==> src/sv/fckv_ram.sv <==
// fckv_ram: generic simple dual-port ram, one write and one read port
// registered read data, no reset on contents; no package dependencies

module fckv_ram #(
  parameter int WIDTH = 8,
  parameter int DEPTH = 16
) (
  input  logic                                       clk,
  input  logic                                       wr_en,
  input  logic [((DEPTH > 1) ? $clog2(DEPTH) : 1)-1:0] wr_addr,
  input  logic [WIDTH-1:0]                           wr_data,
  input  logic                                       rd_en,
  input  logic [((DEPTH > 1) ? $clog2(DEPTH) : 1)-1:0] rd_addr,
  output logic [WIDTH-1:0]                           rd_data
);

  logic [WIDTH-1:0] mem [DEPTH];
  logic [WIDTH-1:0] rd_data_r;

  always_ff @(posedge clk) begin
    if (wr_en) begin
      mem[wr_addr] <= wr_data;
    end
    if (rd_en) begin
      rd_data_r <= mem[rd_addr];
    end
  end

  assign rd_data = rd_data_r;

endmodule

==> config.mk <==
export PLATFORM = sky130hd
export DESIGN_NAME = fckv_ram
export DESIGN_NICKNAME = d
export VERILOG_FILES = /design/src/sv/fckv_ram.sv
export SDC_FILE = /design/constraint.sdc
export NUM_CORES = 1
export LEC_CHECK = 0
export BUFFER_PORTS_ARGS = -buffer_cell sky130_fd_sc_hd__clkbuf_2
export CAP_MARGIN = 20
export CORE_MARGIN = 2
export CORE_UTILIZATION = 60
export CTS_CLUSTER_SIZE = 12
export DETAILED_ROUTE_END_ITERATION = 7
export HOLD_SLACK_MARGIN = 0.12
export PLACE_DENSITY = 0.78
export SYNTH_ARGS = -nofsm -noshare
export SYNTH_HDL_FRONTEND = slang
export SYNTH_SLANG_ARGS = --single-unit
==> constraint.sdc <==
create_clock -name clk -period 2.47 [get_ports clk]
set_input_delay 0.1235 -clock clk [delete_from_list [all_inputs] [get_ports clk]]
set_output_delay 0.1235 -clock clk [all_outputs]
set_load 0.005 [all_outputs]
### Word-level counts from Yosys, hierarchy flattened

Memory sizes are Yosys's and may differ from the RTL's. A register that Yosys moved wholly into a read port is not among the register bits.
Index checks and enable logic that the tools add are counted.

* flip-flop bits (word level): 0
* memories: 1
* logic and storage cells: 3
* input port bits: 19
* output and inout port bits: 8
* memory bits (writable): 128

Memory list
* mem: depth 16, bits a word 8, rd ports 1, clocked after Yosys merged registers in 1, wr ports 1, RTL line 17 `logic [WIDTH-1:0] mem [DEPTH];`

* muxes and demuxes: 2

Operators with widths (number)
* 1-bit 2-to-1 mux: 2

### Depth between registers and ports, before layout

* depth after elaboration: 2
* mapped depth: 5
* depth with buffers taken out: 3

### Worst setup path after synthesis

OpenSTA, ideal clock, no wires.

* path kind: input to register
* start point: input port wr_addr[2] (netlist bit)
* end point: memory mem[0][0] (enable)
* data required time: 2.087 ns
* slack: 0.854 ns
* setup time: 0.383 ns
* buffers on the path: 0
* stages: 2
* data arrival time: 1.233 ns
* path through: or3b_2 nor3_1

RTL lines
* start, declared: RTL line 10 `input logic [((DEPTH > 1) ? $clog2(DEPTH) : 1)-1:0] wr_addr,`
* end, declared: RTL line 17

No word-level cell before the write port.

### Final worst setup path

* start point: input port wr_addr[2] (netlist bit)
* end point: memory mem[1][4] (enable)

No word-level cell before the write port.

==> impl_metrics.tcl <==
set metrics [dict create \
    status "finished, final reports clean" \
    syn_area_um2 5230 \
    ys_seq_elements 136 \
    skew_ns 0.00711 \
    tightest_slew_ns 0.925 \
    core_area_um2 8590 \
    areaGrowthSynthToFinish_pct 19.2 \
    synthesis.nets 248 \
    grt_max_degree 23 \
    hold_class "in -> reg" \
    whs_ns 0.178 \
    synth-async-reset-ratio_pct 0 \
    ys_warn_count 0 \
    placed_cell_area_um2 5520 \
    cts_max_level 4 \
    hold_violations 0 \
    rsz0062_at_grt "no" \
    finalPower_mw 5.40 \
    drt-total-wl_mm 10.1 \
    final_cell_count_no_fill 407 \
    hp-start "wr_addr[0]" \
    die_h_um 97.3 \
    cp.required_ns 2.69 \
    ios 27 \
    drtPass1Iterations 5 \
    synth_edf_count 136 \
    fp-row-count 34 \
    timing.rr.start "mem[1][0]" \
    synth_flop_cell "edfxtp_1" \
    vias 2519 \
    setup_viol 0 \
    cts_resized 0 \
    port_buffers 26 \
    track_usage_pct 23.5 \
    syn_inst 229 \
    maxCapViolations 0 \
    tns_ns 0 \
    diodes 0 \
    vias_per_cell 6.19 \
    endpoint_kind "flop" \
    crit_start "wr_addr[2]" \
    drc 0 \
    ys_top_cells_by_area "edfxtp_1, mux4_2, mux4_1" \
    worstPathArrival_ns 2.33 \
    crit_fanout 6 \
    place_inst 365 \
    synth.distinct_cells 18 \
    cts_tree "done" \
    clk-insertion-delay-late_ns 0.51 \
    die_area_um2 9480 \
    nFillCells 500 \
    max_freq_mhz 473 \
    fin_nets 306 \
    grt_pass1_wl_mm 15.5 \
    synth-seq-area-share_pct 78.1 \
    avgSynthCellArea_um2 22.8 \
    postRouteAntennaNets 0 \
    grt_pass1_vias 2612 \
    wire_per_inst_um 24.9 \
    hpwl_mm 5.97 \
    max-vdd-ir-drop_uv 792 \
    relSlewSlack_pct 38.1 \
    post-route-min-period_ns 2.11 \
    clock_sinks 136 \
    cts_made_buffers 17 \
    critPathKind "in -> reg" \
    drtIter0Drc 219 \
    synth_common_cells "edfxtp_1, mux4_2, a22oi_1" \
    synth_top_area_cell "edfxtp_1" \
    die_w_um 97.3 \
    maxSlewViolCount 0 \
    leakage_nw 2.12 \
    power.density_nw_per_um2 866 \
    clkTransAtPathRegs_ns 0.06 \
    overflow 0 \
    ctsHoldBuffers 11 \
    final.period_utilization_pct 85.5 \
    initial_core_util_pct 60.8 \
    place_ws_ns 0.448 \
    root_buffer "clkbuf_8" \
    stdcell_area_um2 6230 \
    start_kind "primary input" \
    cts_setup_buffers 0 \
    yosysTopAreaCellShare_pct 78.1 \
    fin_util_pct 72.5 \
    antenna_found_initial 0 \
    drive_gt1_share_pct 28.4 \
    cts_buffer_depth 2 \
    synth.most_common_cell "edfxtp_1" \
    place_congestion 0.710 \
    setup_ws_ns 0.357 \
]
## final timing paths
kind,end,slack [ns],depth (start not counted)
min,mem[0][7],0.18,3
min reg2reg,rd_data[2],0.77,3
max,mem[1][4],0.36,6
max reg2reg,rd_data[0],0.91,3
## worst max-delay path: stages
cell and delay (ns):
dlygate4sd3_1 0.54, clkbuf_2 0.13, or3b_2 0.51, dlygate4sd3_1 0.59
nor2_1 0.22, buf_4 0.22
## where the power goes
part	internal (mW)	total [mW]	switching (mW)
combinational	0.109	0.242	0.133
sequential	2.60	2.62	0.0157
clock	1.63	2.54	0.905
total	4.34	5.40	1.05
## layout by cell type (no fill, tap or decap)
cell / instances
clkinv_2: 2
edfxtp_1: 136
nand3b_1: 2
clkinv_4: 3
nand2_1: 9
or3b_2: 1
inv_6: 1
and2_1: 1
clkinv_1: 1
dlygate4sd3_1: 11
a22oi_1: 16
clkbuf_8: 1
clkbuf_1: 2
bufinv_16: 4
and2b_1: 1
buf_4: 10
mux4_1: 14
clkbuf_2: 26
clkinvlp_4: 1
buf_12: 2
nand3_1: 1
nor2b_1: 1
nand2b_1: 2
clkbuf_16: 16
nor3_1: 4
nor2_1: 13
mux4_2: 18
## kinds of logic after synthesis
group / count (synthesis) / share of synthesized area [%]
flip-flops: 136 / 78.1
AND/OR/NAND/NOR: 35 / 3.14
multiplexers: 32 / 14.8
AO/OA/AOI/OAI: 16 / 2.30
buffers and inverters: 10 / 1.65
## registers in the layout, indices dropped and copies added, names as in the netlist
name / count
mem: 128
rd_data: 8
## cell type report
| type | count | area (um^2) | area share, % |
|---|---|---|---|
| clock inverters | 12 | 176 | 2.83 |
| well taps | 108 | 135 | 2.17 |
| clock buffers | 19 | 422 | 6.77 |
| repair buffers | 49 | 355 | 5.70 |
| flip-flops and latches | 136 | 4080 | 65.6 |
| multi-input cells | 83 | 1060 | 17.0 |
## metal layers
metal / global-route usage (%) / routed length [um] / vias to the layer above
li1: - / - / 1099
met1: 32.3 / 4120 / 1301
met2: 36.4 / 5200 / 105
met3: 6.91 / 625 / 14
met4: 8.97 / 167 / 0
met5: 0 / 0 / -
(Power assumes the default switching activity.)
